$ cat src/assert_macros.svh
// ----------------------------------------------------------------------------
// assert_macros: concurrent assertion helpers
// clocked checks with reset disable, compiled out when SYNTH is defined
// ----------------------------------------------------------------------------
`ifndef ASSERT_MACROS_SVH
`define ASSERT_MACROS_SVH
`ifndef SYNTH
// expression must hold on every clock edge out of reset
`define ASSERT_ALWAYS(label, clk, rst_n, expr, msg) \
  label: assert property (@(posedge clk) disable iff (!rst_n) (expr)) else $error(msg);
// property with implication, checked on every clock edge out of reset
`define ASSERT_PROP(label, clk, rst_n, prop, msg) \
  label: assert property (@(posedge clk) disable iff (!rst_n) prop) else $error(msg);
`else
`define ASSERT_ALWAYS(label, clk, rst_n, expr, msg)
`define ASSERT_PROP(label, clk, rst_n, prop, msg)
`endif
`endif

$ cat src/usv_pkg.sv
`timescale 1ns / 1ps
// ----------------------------------------------------------------------------
// usv_pkg: shared types and codes for the unique value set store
// beat layouts, operation and status codes, cell command struct
// ----------------------------------------------------------------------------
package usv_pkg;

  localparam int OP_W     = 2;
  localparam int DATA_W   = 32;
  localparam int POS_W    = 4;
  localparam int STATUS_W = 2;
  localparam int COUNT_W  = 5;

  localparam int DEF_CAPACITY    = 16;
  localparam int DEF_VALUE_WIDTH = 32;

  localparam logic [OP_W-1:0] OP_ADD    = 2'd0;
  localparam logic [OP_W-1:0] OP_REMOVE = 2'd1;
  localparam logic [OP_W-1:0] OP_READ   = 2'd2;

  localparam logic [STATUS_W-1:0] ST_DONE      = 2'd0;
  localparam logic [STATUS_W-1:0] ST_DUPLICATE = 2'd1;
  localparam logic [STATUS_W-1:0] ST_RANGE     = 2'd2;
  localparam logic [STATUS_W-1:0] ST_FULL      = 2'd3;

  typedef struct packed {
    logic [OP_W-1:0]          operation;
    logic signed [DATA_W-1:0] value;
    logic [POS_W-1:0]         position;
  } usv_in_t;

  typedef struct packed {
    logic [STATUS_W-1:0]      status;
    logic signed [DATA_W-1:0] read_value;
    logic [COUNT_W-1:0]       count;
  } usv_out_t;

  // broadcast to every cell in the chain
  typedef struct packed {
    logic add_en;
    logic rem_en;
  } usv_cmd_t;

endpackage

$ cat src/usv_cell.sv
`timescale 1ns / 1ps
// ----------------------------------------------------------------------------
// usv_cell: one entry of the set store
// holds an entry, matches the broadcast value, takes its upper neighbour on
// remove and passes match and read data along the chain
// ----------------------------------------------------------------------------
module usv_cell #(
  parameter int CAPACITY    = usv_pkg::DEF_CAPACITY,
  parameter int VALUE_WIDTH = usv_pkg::DEF_VALUE_WIDTH,
  parameter int IDX         = 0
) (
  input  logic                              clk,
  input  usv_pkg::usv_cmd_t                 cmd,
  input  logic [$clog2(CAPACITY+1)-1:0]     count_i,
  input  logic [usv_pkg::POS_W-1:0]         pos_i,
  input  logic [VALUE_WIDTH-1:0]            value_i,
  input  logic [VALUE_WIDTH-1:0]            next_i,
  input  logic                              hit_i,
  input  logic [VALUE_WIDTH-1:0]            rd_i,
  output logic [VALUE_WIDTH-1:0]            entry_o,
  output logic                              hit_o,
  output logic [VALUE_WIDTH-1:0]            rd_o
);
  import usv_pkg::*;

  localparam int CW = $clog2(CAPACITY + 1);
  localparam int PW = (CW > POS_W) ? CW : POS_W;
  localparam logic [CW-1:0] MY_IDX = CW'(IDX);

  logic [VALUE_WIDTH-1:0] entry_r;
  logic [VALUE_WIDTH-1:0] entry_nxt;
  logic                   occupied;
  logic                   at_tail;
  logic                   at_pos;
  logic                   above_pos;

  assign occupied  = MY_IDX < count_i;
  assign at_tail   = MY_IDX == count_i;
  assign at_pos    = PW'(MY_IDX) == PW'(pos_i);
  assign above_pos = PW'(MY_IDX) >= PW'(pos_i);

  always_comb begin
    entry_nxt = entry_r;
    if (cmd.add_en && at_tail) begin
      entry_nxt = value_i;
    end else if (cmd.rem_en && above_pos) begin
      entry_nxt = next_i;
    end
  end

  always_ff @(posedge clk) begin
    entry_r <= entry_nxt;
  end

  assign entry_o = entry_r;
  assign hit_o   = hit_i | (occupied && (entry_r == value_i));
  assign rd_o    = rd_i | (at_pos ? entry_r : '0);

endmodule

$ cat src/unique_value_set_store.sv
`timescale 1ns / 1ps
// ----------------------------------------------------------------------------
// unique_value_set_store: ordered set of distinct values
// chain of entry cells with broadcast match, shift-down remove and read select
// ----------------------------------------------------------------------------
// result beat is registered in the cycle after the input beat is taken
// throughput: one item per cycle while the result side keeps up
// the duplicate match and the read select ripple through all CAPACITY cells
// reset: entry count cleared, output emptied; entries hold until written
`include "assert_macros.svh"

module unique_value_set_store #(
  parameter int CAPACITY    = usv_pkg::DEF_CAPACITY,
  parameter int VALUE_WIDTH = usv_pkg::DEF_VALUE_WIDTH
) (
  input  logic              clk,
  input  logic              rst_n,
  input  logic              in_valid,
  output logic              in_ready,
  input  usv_pkg::usv_in_t  in_data,
  output logic              out_valid,
  input  logic              out_ready,
  output usv_pkg::usv_out_t out_data
);
  import usv_pkg::*;

  localparam int CW   = $clog2(CAPACITY + 1);
  localparam int PW   = (CW > POS_W) ? CW : POS_W;
  localparam int IN_W = (VALUE_WIDTH < DATA_W) ? VALUE_WIDTH : DATA_W;
  localparam logic [CW-1:0] FULL_COUNT = CW'(CAPACITY);

  logic [CW-1:0]          count_r;
  logic [CW-1:0]          count_nxt;
  logic                   out_valid_r;
  logic                   out_valid_nxt;
  usv_out_t               out_data_r;
  usv_out_t               out_data_nxt;

  logic                   in_fire;
  logic [VALUE_WIDTH-1:0] value_w;
  logic                   hit;
  logic                   pos_ok;
  logic                   full;
  logic [STATUS_W-1:0]    status;
  logic [DATA_W-1:0]      rd_word;
  usv_cmd_t               cmd;

  logic [VALUE_WIDTH-1:0] entry_w [CAPACITY];
  logic [VALUE_WIDTH-1:0] next_w  [CAPACITY];
  logic                   hit_c   [CAPACITY+1];
  logic [VALUE_WIDTH-1:0] rd_c    [CAPACITY+1];

  assign in_ready = !out_valid_r || out_ready;
  assign in_fire  = in_valid && in_ready;

  assign value_w = VALUE_WIDTH'(in_data.value[IN_W-1:0]);

  assign hit_c[0] = 1'b0;
  assign rd_c[0]  = '0;

  genvar gi;
  generate
    for (gi = 0; gi < CAPACITY; gi++) begin : g_cell
      if (gi < CAPACITY - 1) begin : g_mid
        assign next_w[gi] = entry_w[gi+1];
      end else begin : g_last
        assign next_w[gi] = '0;
      end

      usv_cell #(
        .CAPACITY    (CAPACITY),
        .VALUE_WIDTH (VALUE_WIDTH),
        .IDX         (gi)
      ) u_cell (
        .clk     (clk),
        .cmd     (cmd),
        .count_i (count_r),
        .pos_i   (in_data.position),
        .value_i (value_w),
        .next_i  (next_w[gi]),
        .hit_i   (hit_c[gi]),
        .rd_i    (rd_c[gi]),
        .entry_o (entry_w[gi]),
        .hit_o   (hit_c[gi+1]),
        .rd_o    (rd_c[gi+1])
      );
    end
  endgenerate

  assign hit     = hit_c[CAPACITY];
  assign pos_ok  = PW'(in_data.position) < PW'(count_r);
  assign full    = count_r == FULL_COUNT;
  assign rd_word = DATA_W'(rd_c[CAPACITY][IN_W-1:0]);

  always_comb begin
    status     = ST_DONE;
    cmd.add_en = 1'b0;
    cmd.rem_en = 1'b0;
    case (in_data.operation)
      OP_ADD: begin
        if (hit) begin
          status = ST_DUPLICATE;
        end else if (full) begin
          status = ST_FULL;
        end else begin
          cmd.add_en = in_fire;
        end
      end
      OP_REMOVE: begin
        if (!pos_ok) begin
          status = ST_RANGE;
        end else begin
          cmd.rem_en = in_fire;
        end
      end
      OP_READ: begin
        if (!pos_ok) begin
          status = ST_RANGE;
        end
      end
      default: begin
        status = ST_DONE;
      end
    endcase
  end

  always_comb begin
    count_nxt = count_r;
    if (cmd.add_en) begin
      count_nxt = count_r + CW'(1);
    end else if (cmd.rem_en) begin
      count_nxt = count_r - CW'(1);
    end
  end

  always_comb begin
    out_valid_nxt = out_valid_r;
    out_data_nxt  = out_data_r;
    if (in_fire) begin
      out_valid_nxt           = 1'b1;
      out_data_nxt.status     = status;
      out_data_nxt.read_value = (in_data.operation == OP_READ && pos_ok) ? rd_word : '0;
      out_data_nxt.count      = COUNT_W'(count_nxt);
    end else if (out_ready) begin
      out_valid_nxt = 1'b0;
    end
  end

  always_ff @(posedge clk) begin
    if (!rst_n) begin
      count_r     <= '0;
      out_valid_r <= 1'b0;
    end else begin
      count_r     <= count_nxt;
      out_valid_r <= out_valid_nxt;
    end
  end

  // result payload needs no reset
  always_ff @(posedge clk) begin
    out_data_r <= out_data_nxt;
  end

  assign out_valid = out_valid_r;
  assign out_data  = out_data_r;

  `ASSERT_ALWAYS(a_count_bound, clk, rst_n, count_r <= FULL_COUNT, "entry count above capacity")
  `ASSERT_PROP(a_add_grows, clk, rst_n, (cmd.add_en) |=> (count_r == $past(count_r) + CW'(1)), "stored add did not grow count")
  `ASSERT_PROP(a_full_only_full, clk, rst_n, (in_fire && status == ST_FULL) |-> (count_r == FULL_COUNT), "full reported below capacity")
  `ASSERT_PROP(a_one_cmd, clk, rst_n, (cmd.add_en || cmd.rem_en) |-> (in_fire && !(cmd.add_en && cmd.rem_en)), "cell command without a single accepted beat")
  `ASSERT_PROP(a_fire_gives_result, clk, rst_n, in_fire |=> out_valid_r, "accepted beat left no result")

endmodule

$ cat config.mk
export PLATFORM = sky130hd
export DESIGN_NAME = unique_value_set_store
export DESIGN_NICKNAME = d
export VERILOG_FILES = /design/src/usv_pkg.sv /design/src/usv_cell.sv /design/src/unique_value_set_store.sv
export VERILOG_INCLUDE_DIRS = /design/src /design/src/src
export SDC_FILE = /design/constraint.sdc
export NUM_CORES = 1
export LEC_CHECK = 0
export BUFFER_PORTS_ARGS = -buffer_cell sky130_fd_sc_hd__buf_2
export CORE_MARGIN = 2
export CORE_UTILIZATION = 37
export CTS_CLUSTER_DIAMETER = 120
export DETAILED_ROUTE_END_ITERATION = 16
export GPL_TIMING_DRIVEN = 0
export PLACE_DENSITY = 0.61
export REMOVE_ABC_BUFFERS = 1
export SETUP_SLACK_MARGIN = 0.1
export SLEW_MARGIN = 0
export SYNTH_ARGS = -nofsm -noshare
export SYNTH_HDL_FRONTEND = slang
export SYNTH_SLANG_ARGS = --single-unit
$ cat constraint.sdc
create_clock -name clk -period 8.05 [get_ports clk]
set_input_delay 0.4025 -clock clk [delete_from_list [all_inputs] [get_ports clk]]
set_output_delay 0.4025 -clock clk [all_outputs]
set_load 0.02 [all_outputs]
Yosys cells after proc, flatten, opt, wreduce, memory -nomap -nowiden
Index checks and enable logic that the tools add are counted.
Cells by class
  $add $sub $neg: 2
  $lt $le $gt $ge: 32
  eq/ne operators: 49
  mux-type cells: 61
  bitwise operators: 30
  reductions and logical operators: 72
Operators by type and width (count)
  2-to-1 mux 32 bit: 48
  equality test 32 bit: 16
  OR 32 bit: 15
  logical AND 1 bit: 49
  equality test 4 x 5 -> 1 bit (first input constant): 8
  < comparator 4 x 5 -> 1 bit (first input constant): 8
  nonzero test 2 bit: 17
  equality test 4 bit (first input constant): 8
  >= comparator 4 bit (first input constant): 7
  equality test 3 x 5 -> 1 bit (first input constant): 4
  < comparator 3 x 5 -> 1 bit (first input constant): 4
  equality test 3 x 4 -> 1 bit (first input constant): 4
  >= comparator 3 x 4 -> 1 bit (first input constant): 4
  OR 1 bit: 15
  equality test 2 x 5 -> 1 bit (first input constant): 2
  < comparator 1 x 5 -> 1 bit (first input constant): 2
  < comparator 2 x 5 -> 1 bit (first input constant): 2
  2-to-1 mux 5 bit: 2
  equality test 2 x 4 -> 1 bit (first input constant): 2
  >= comparator 1 x 4 -> 1 bit (first input constant): 2
  >= comparator 2 x 4 -> 1 bit (first input constant): 2
  2-to-1 mux 1 bit: 7
  2-to-1 mux 2 bit: 3
  adder 5 x 1 -> 5 bit (second input constant): 1
  other kinds (14): 14
Word-level totals
  bits in registers: 557
  output and inout port bits: 41

Logic depth before layout (Yosys ltp)
Gate-level depths: netlist of the first run.
  depth in word-level cells: 21
  mapped depth: 15

By module
Synthesis of the first run repeated with hierarchy kept, for this count alone.
Second synthesis, totals
  cell total of the unflattened synthesis: 2618
  area, all modules: 35506.6 µm²
Modules (own cells, without submodules)
  usv_cell at g_cell[13].u_cell ...: times used 2, cells an instance 155, area each 2137.0 µm²
  usv_cell at g_cell[15].u_cell: times used 1, cells an instance 152, area each 2167.1 µm²
  usv_cell at g_cell[9].u_cell: times used 1, cells an instance 154, area each 2158.3 µm²
  usv_cell at g_cell[10].u_cell: times used 1, cells an instance 154, area each 2148.3 µm²
  usv_cell at g_cell[8].u_cell: times used 1, cells an instance 154, area each 2137.0 µm²
  usv_cell at g_cell[14].u_cell: times used 1, cells an instance 154, area each 2133.3 µm²
  usv_cell at g_cell[4].u_cell: times used 1, cells an instance 153, area each 2130.8 µm²
  usv_cell at g_cell[0].u_cell: times used 1, cells an instance 152, area each 2117.0 µm²
  unique_value_set_store: times used 1, cells an instance 160, area each 2053.2 µm²
  usv_cell at g_cell[1].u_cell: times used 1, cells an instance 153, area each 2044.5 µm²
  usv_cell at g_cell[2].u_cell: times used 1, cells an instance 152, area each 2044.5 µm²
  usv_cell at g_cell[5].u_cell: times used 1, cells an instance 154, area each 2042.0 µm²
  usv_cell at g_cell[11].u_cell: times used 1, cells an instance 155, area each 2028.2 µm²
  usv_cell at g_cell[7].u_cell: times used 1, cells an instance 153, area each 2014.4 µm²
  +2 rows

Worst setup path before layout of the first run
No wires, ideal clock.
  path kind: input -> register
  from: input port out_ready
  to: register g_cell[1].u_cell.entry_r[0] (enable)
  library setup time: 511 ps
  arrival time: 5602 ps
  data required time: 7539 ps
  slack: 1937 ps
  stages: 6
  path buffers: 1
  cells stage by stage: nand2b_1 -> and2_1 -> nand2_1 -> or2_2 -> buf_1 -> o41ai_1
On the way
  longest elaborated chain between the ends: 7
RTL lines
  from (decl): RTL line unique_value_set_store.sv:22  | input logic out_ready,
  logical OR 1 bit *: RTL line unique_value_set_store.sv:53  | assign in_ready = !out_valid_r || out_ready;
  logical AND 1 bit *: RTL line unique_value_set_store.sv:54  | assign in_fire = in_valid && in_ready;
  via in_fire: RTL line unique_value_set_store.sv:39  | logic in_fire;
  2-to-1 mux 1 bit: RTL line unique_value_set_store.sv:103  | end else if (full) begin
  2-to-1 mux 1 bit: RTL line unique_value_set_store.sv:101  | if (hit) begin
  2-to-1 mux 1 bit: RTL line unique_value_set_store.sv:99  | case (in_data.operation)
  logical AND 1 bit: RTL line usv_cell.sv:44  | if (cmd.add_en && at_tail) begin
  nonzero test 2 bit (no source line) *
  to (signal assigned): RTL line usv_cell.sv:52  | entry_r <= entry_nxt;
  to (decl): RTL line usv_cell.sv:30  | logic [VALUE_WIDTH-1:0] entry_r;
The timed path passes the listed nets; every way through them passes the cells marked *.
A chain may end at the register's enable or synchronous reset.

Worst setup path after layout of the first run
  from: register g_cell[13].u_cell.entry_r[6]
  to: register g_cell[1].u_cell.entry_r[30] (enable)
On the way
  longest elaborated chain between the ends: 9
RTL lines
  from (decl): RTL line usv_cell.sv:30
  from (signal assigned): RTL line usv_cell.sv:52
  equality test 32 bit: RTL line usv_cell.sv:56  | assign hit_o = hit_i | (occupied && (entry_r == value_i));
  logical AND 1 bit: RTL line usv_cell.sv:56
  OR 1 bit (3 in a row): RTL line usv_cell.sv:56
  2-to-1 mux 1 bit: RTL line unique_value_set_store.sv:101
  2-to-1 mux 1 bit: RTL line unique_value_set_store.sv:99
  logical AND 1 bit: RTL line usv_cell.sv:44
  nonzero test 2 bit (no source line)
No other way between the ends.

==> flow_summary.toml, run 1 <==
[outcome]
status = "finished clean"

[pwr]
power_leakage_nw = 13.3
p_per_area_nw_per_um2 = 182
ir_drop_uv = 126

[critical_path]
arrival_ns = 6.44
worstPathBufferInverterCount = 3
cp-start-kind = "register"
cp.required_ns = 8.39
cp-end-kind = "register"
crit_path_max_incr_delay_ns = 0.92
path_class = "register to register"
slowest_stage = "nand3_4"
crit_fanout = 33
path_delay_family = "simple AND/OR/NAND/NOR gates"
crit_chain = "xor2_1 -> nor4_1 -> nand4_1 -> nor4_1 -> nor4_1 -> nand4_2 -> nor2_2 -> nand3_4 -> o41ai_2 -> buf_4 -> buf_4 -> buf_4"

[cells_and_area]
multi_input_area_um2 = 16600
fin_cells = 3782
syn2layout_area_growth_pct = 9.62
seq_area_um2 = 16700
stdcell_area_um2 = 38400
finalNetCount = 2518
drive_above_1_share = 0.298
fillCellCount = 8726

[synthesis]
synth-compound-area-share = 0.0756
yosysMostFrequentCell = "edfxtp_1"
synth-simple-area-share = 0.0582
synthFlopType = "edfxtp_1"
synth_top_cell_by_area = "edfxtp_1"
synthAdderAreaFrac = 0.00428
synth.area.top_cells = "edfxtp_1 47%, mux2_4 17%, xor2_1 11%"
synth_cells = 2510
syn_area_per_cell_um2 = 14.0
synth_top_area_share = 0.472
synthMuxAreaShare = 0.199
synth_seq_cells = 557
synth_xor_area_frac = 0.129
yosys_warnings = 0
netlist_area_um2 = 35000
synth_top_cells_by_count = "551 x edfxtp_1, 423 x xor2_1, 406 x mux2_4"
synthArstFlopShare = 0
synth_edf_count = 551
synth_top_family_by_area = "multiplexers"
synth-seq-area-share = 0.476
synth_cell_types = 58

[cts]
h-tree-depth = 3
clk_path_buf_depth = 3
clk-insertion-delay-late_ns = 0.65
cts_resized = 0
clk_pin_slew_ns = 0.06
cts_tree = "done"
cts_setup_buffers = 0
root_buffer = "clkbuf_16"
clock_sinks = 557
cts_buffers = 67
cts_hold_buf = 1

[floorplan]
die_w_um = 312
initial_core_util = 0.374
die_height_um = 312
num_rows = 112
die-area_um2 = 97200
num_io_pins = 83
core_um2 = 93600

[sta]
min_period_ns = 6.10
setup_slack_ns = 1.95
worst_pin_slew_ns = 1.44
post-route-period-util = 0.758
hold_viol = 0
whs_ns = 0.0742
fin_setup_tns_ns = 0
fin_skew_ns = 0.0231
drv_slew = 0
rsz0062_at_grt = "false"
slew-limit-headroom = 0.0369
finalSetupViolations = 0
max_freq_ghz = 0.164

[detailed_routing]
drc = 0
wl_per_cell_um = 41.2
ant_nets = 0
num_vias = 24904
finalWirelength_mm = 156
post_drt_via_cell_ratio = 6.58
drt-initial-drc-count = 4929
dr.pass1.iters = 6

[placement]
gp_congestion = 1.05
dp_slack_ns = 1.82
portBuffers = 82
dp.final_hpwl_mm = 107
placed_area_um2 = 36300
placed_cells = 3648

[global_routing]
grt_pass1_wl_mm = 208
grt_start_max_net_pins = 34
track_usage = 0.310
grt_pass1_vias = 23343
antenna_found_initial = 19
grt_overflow = 0

[run]
drv_cap = 0

[hold_path]
hold_class = "input pin to register"
## worst reg2reg max path: cells and delay by family (launching register included)
family          cells  cell delay [ns]
simple gates        7             3.32
xor+xnor            1             0.80
buf+inv             3             0.76
compound gates      1             0.49
flops               1             0.44
## final cells by class
class	count	share of cell area
clock buffers	77	0.0454
well taps	1254	0.0408
multi-input cells	1686	0.432
diodes	10	0.000651
inverters	11	0.00107
flip-flops and latches	557	0.434
clock inverters	46	0.00844
repair buffers	141	0.0373
## routing by layer
metal | routed length (um) | global-route usage | part of all wire
met1 | 57900 | 0.401 | 0.37
met2 | 65200 | 0.451 | 0.42
met3 | 20800 | 0.102 | 0.13
met4 | 11900 | 0.186 | 0.076
met5 | 80 | 0 | 0.00051
## cell families (layout without fill, tap and decap cells)
group                    Yosys count  count (layout)
flip-flops                       557             557
XOR/XNOR                         516             516
multiplexers                     485             485
AND/OR/NAND/NOR                  343             343
AO/OA/AOI/OAI                    330             330
buffers and inverters            267             275
adder cells (fa/ha/maj)           12              12
other                              0              10
## placed cells by master (no fill, tap or decap), types with 7 or more instances in the layout
master,instances
nor4_1,105
nand2_1,17
mux2_1,29
and3_1,31
a221oi_1,90
nor3_1,17
mux2_2,46
buf_2,82
a21o_4,8
buf_12,19
buf_16,13
nand4_1,43
xor2_1,423
clkinv_2,17
nor2_4,12
a31oi_1,32
clkbuf_1,8
buf_4,7
and2_1,34
clkinv_1,17
and3_4,12
mux2_4,406
clkbuf_16,68
xnor2_1,93
a22o_1,90
ha_1,12
edfxtp_1,551
inv_1,10
a22oi_1,76
nand3_1,23
nor2_1,17
diode_2,10
buf_6,17
## path summary, 6_finish.rpt
path / startpoint / endpoint / slack (ns) / cells after the start
worst max-delay path: g_cell[13].u_cell.entry_o[6]$_DFFE_PP_ / g_cell[1].u_cell.entry_o[30]$_DFFE_PP_ / 1.95 / 12
worst min-delay path: rst_n / out_valid$_SDFFE_PN0P_ / 0.07 / 3
worst max register to register: g_cell[13].u_cell.entry_o[6]$_DFFE_PP_ / g_cell[1].u_cell.entry_o[30]$_DFFE_PP_ / 1.95 / 12
worst min register to register: out_valid$_SDFFE_PN0P_ / out_valid$_SDFFE_PN0P_ / 0.52 / 2
## flip-flops by register name, summed over array words and instances, names as in the netlist
signal and cells:
count_r 5, g_cell.u_cell.entry_o 512, out_data 39, out_valid 1
## where the power goes
group | internal (W) | total, W | leakage, nW | switching [W]
registers | 0.00321 | 0.00325 | 5.13 | 0.0000425
clock network | 0.00166 | 0.00301 | 1.03 | 0.00135
logic | 0.000203 | 0.000720 | 7.15 | 0.000517
total | 0.00507 | 0.00698 | 13.3 | 0.00191
## through the flow
| stage | util | power, W |
|---|---|---|
| 2_1_floorplan | - | 0.00359 |
| 3_3_place_gp | 0.374 | 0.00397 |
| 3_5_place_dp | 0.388 | 0.00399 |
| 4_1_cts | 0.410 | 0.00694 |
| 5_1_grt | 0.410 | 0.00708 |
| 6_report | 0.410 | 0.00698 |
(Power assumes the default switching activity.)
==> run 2, diff against run 1 <==
Clock period 8.05 ns to 6.2 ns, I/O delays scaled along.
==> flow_summary.toml, run 2 (same netlist as run 1, synthesis figures left out) <==
[cells_and_area]
fin_cells = 3782
mostFrequentLayoutCells = "551 x edfxtp_1, 423 x xor2_1, 406 x mux2_4, 105 x nor4_1, 93 x xnor2_1"
final_common_cell = "edfxtp_1"
finalNetCount = 2520
multi_input_area_um2 = 16600
fillCellCount = 8727
seq_area_um2 = 16700
drive_above_1_share = 0.298
postLayoutCoreUtil = 0.411
largest_register_ff_count = 512
syn2layout_area_growth_pct = 9.66

[floorplan]
num_rows = 112
core_um2 = 93600
initial_core_util = 0.374
die-area_um2 = 97200
num_io_pins = 83
die_w_um = 312
die_height_um = 312

[detailed_routing]
finalWirelength_mm = 156
wl_met2_mm = 65.0
dr.pass1.iters = 6
num_vias = 24890
wl_per_cell_um = 41.2
ant_nets = 0
drt-initial-drc-count = 4591
post_drt_via_cell_ratio = 6.58
met1Wirelength_mm = 57.8
top_layer = "met5"
drc = 0
met3_length_mm = 20.8

[outcome]
violations = "max-capacitance violations, max-slew violations"
status = "finished with violations"

[pwr]
p_sw_frac = 0.273
power_leakage_nw = 13.3
internal-power_w = 0.00659
clock_power_share = 0.431
p_comb_frac = 0.103
p_per_area_nw_per_um2 = 236
power.switching_w = 0.00248
seqPwrFrac = 0.466
p_total_w = 0.00906
ir_drop_uv = 163

[global_routing]
grt_start_max_net_pins = 34
antenna_found_initial = 19
grt_pass1_vias = 23349
track_usage = 0.310
grt_overflow = 0
grt_pass1_wl_mm = 208

[run]
drv_cap = 1

[critical_path]
crit_chain = "xor2_1 -> nor4_1 -> nand4_1 -> nor4_1 -> nor4_1 -> nand4_2 -> nor2_2 -> nand3_4 -> o41ai_2 -> buf_4 -> buf_4 -> buf_4"
cp-end-kind = "register"
cp.required_ns = 6.54
r2r_cells = 12
crit_path_max_incr_delay_ns = 0.91
cp-startpoint = "g_cell[13].u_cell.entry_o[6]$_DFFE_PP_"
reg2reg_from = "g_cell[13].u_cell.entry_o[6]$_DFFE_PP_"
crit_path_end = "g_cell[1].u_cell.entry_o[30]$_DFFE_PP_"
cp-start-kind = "register"
arrival_ns = 6.46
r2r_slack_ns = 0.08
slowest_stage = "nand3_4"
reg2reg_to = "g_cell[1].u_cell.entry_o[30]$_DFFE_PP_"
crit_fanout = 33
path_class = "register to register"

[cts]
h-tree-depth = 3
clk_pin_slew_ns = 0.06
cts_buffers = 67
root_buffer = "clkbuf_16"
clock_sinks = 557
cts_tree = "done"
clk-insertion-delay-late_ns = 0.64
cts_resized = 0
clk_path_buf_depth = 3

[sta]
fin_setup_tns_ns = 0
fin_skew_ns = 0.0226
slew-limit-headroom = -0.0121
worst_pin_slew_ns = 1.50
max_freq_ghz = 0.163
post-route-period-util = 0.987
hold_viol = 0
finalSetupViolations = 0
rsz0062_at_grt = "false"
min_period_ns = 6.12
drv_slew = 2

[placement]
placed_cells = 3648
dp.final_hpwl_mm = 107
portBuffers = 82
gp_congestion = 1.05

[hold_path]
hold_class = "input pin to register"
worstHoldStart = "in_data[37]"
[run 2: cell types whose count changed in the layout (fill, tap and decap cells not counted), sizes merged]
cell / change
dlygate4sd3: +2
diode: -2
[run 2: worst max-delay path: cells and delay by family (launching register included)]
kind,cells,cell delay [ns]
compound gates,1,0.47
xor+xnor,1,0.82
flops,1,0.45
buf+inv,3,0.76
simple gates,7,3.28
[run 2: through the flow]
step                area (um2)  hold slack [ns]  setup slack (ns)
floorplan                33000            0.432             0.214
global placement         35000            0.511             -6.66
detailed placement       36300            0.527            0.0581
CTS                      38400            0.155             0.440
global route             38400            0.204             0.190
finish                   38400            0.161            0.0796
[run 2: layout make-up]
| class | instances | area share |
|---|---|---|
| Sequential cell | 557 | 0.434 |
| Inverter | 11 | 0.00107 |
| Multi-Input combinational cell | 1686 | 0.432 |
| Tap cell | 1254 | 0.0408 |
| Timing Repair Buffer | 143 | 0.0378 |
| Clock inverter | 46 | 0.00843 |
| Antenna cell | 8 | 0.000521 |
| Clock buffer | 77 | 0.0454 |
[run 2: per-layer routing]
layer,up-vias,GRT usage
met5,-,0
met4,14,0.186
met3,568,0.102
met2,2281,0.451
met1,12559,0.401
li1,9468,-
[run 2: worst min-delay path by stage]
stage | slack, ns | depth (start not counted) | to
2_1_floorplan | 0.43 | 1 | count_r[0]$_SDFF_PN0_
3_3_place_gp | 0.51 | 2 | out_valid$_SDFFE_PN0P_
3_5_place_dp | 0.53 | 2 | out_valid$_SDFFE_PN0P_
4_1_cts | 0.16 | 3 | out_data[38]$_DFFE_PP_
5_1_grt | 0.20 | 3 | out_data[38]$_DFFE_PP_
6_report | 0.16 | 3 | out_data[38]$_DFFE_PP_
[run 2: power groups by stage]
stage / registers [W] / clock network, W / logic, W
finish: 0.00422 / 0.00391 / 0.000936
global route: 0.00422 / 0.00403 / 0.000931
CTS: 0.00422 / 0.00390 / 0.000889
detailed placement: 0.00430 / 0 / 0.000882
global placement: 0.00430 / 0 / 0.000852
floorplan: 0.00430 / 0 / 0.000357
[run 2: what timing repair did]
item,4_1_cts,5_1_grt
hold endpoints to repair,6,0
setup buffers,0,0
setup endpoints to repair,0,0
hold buffers,3,0
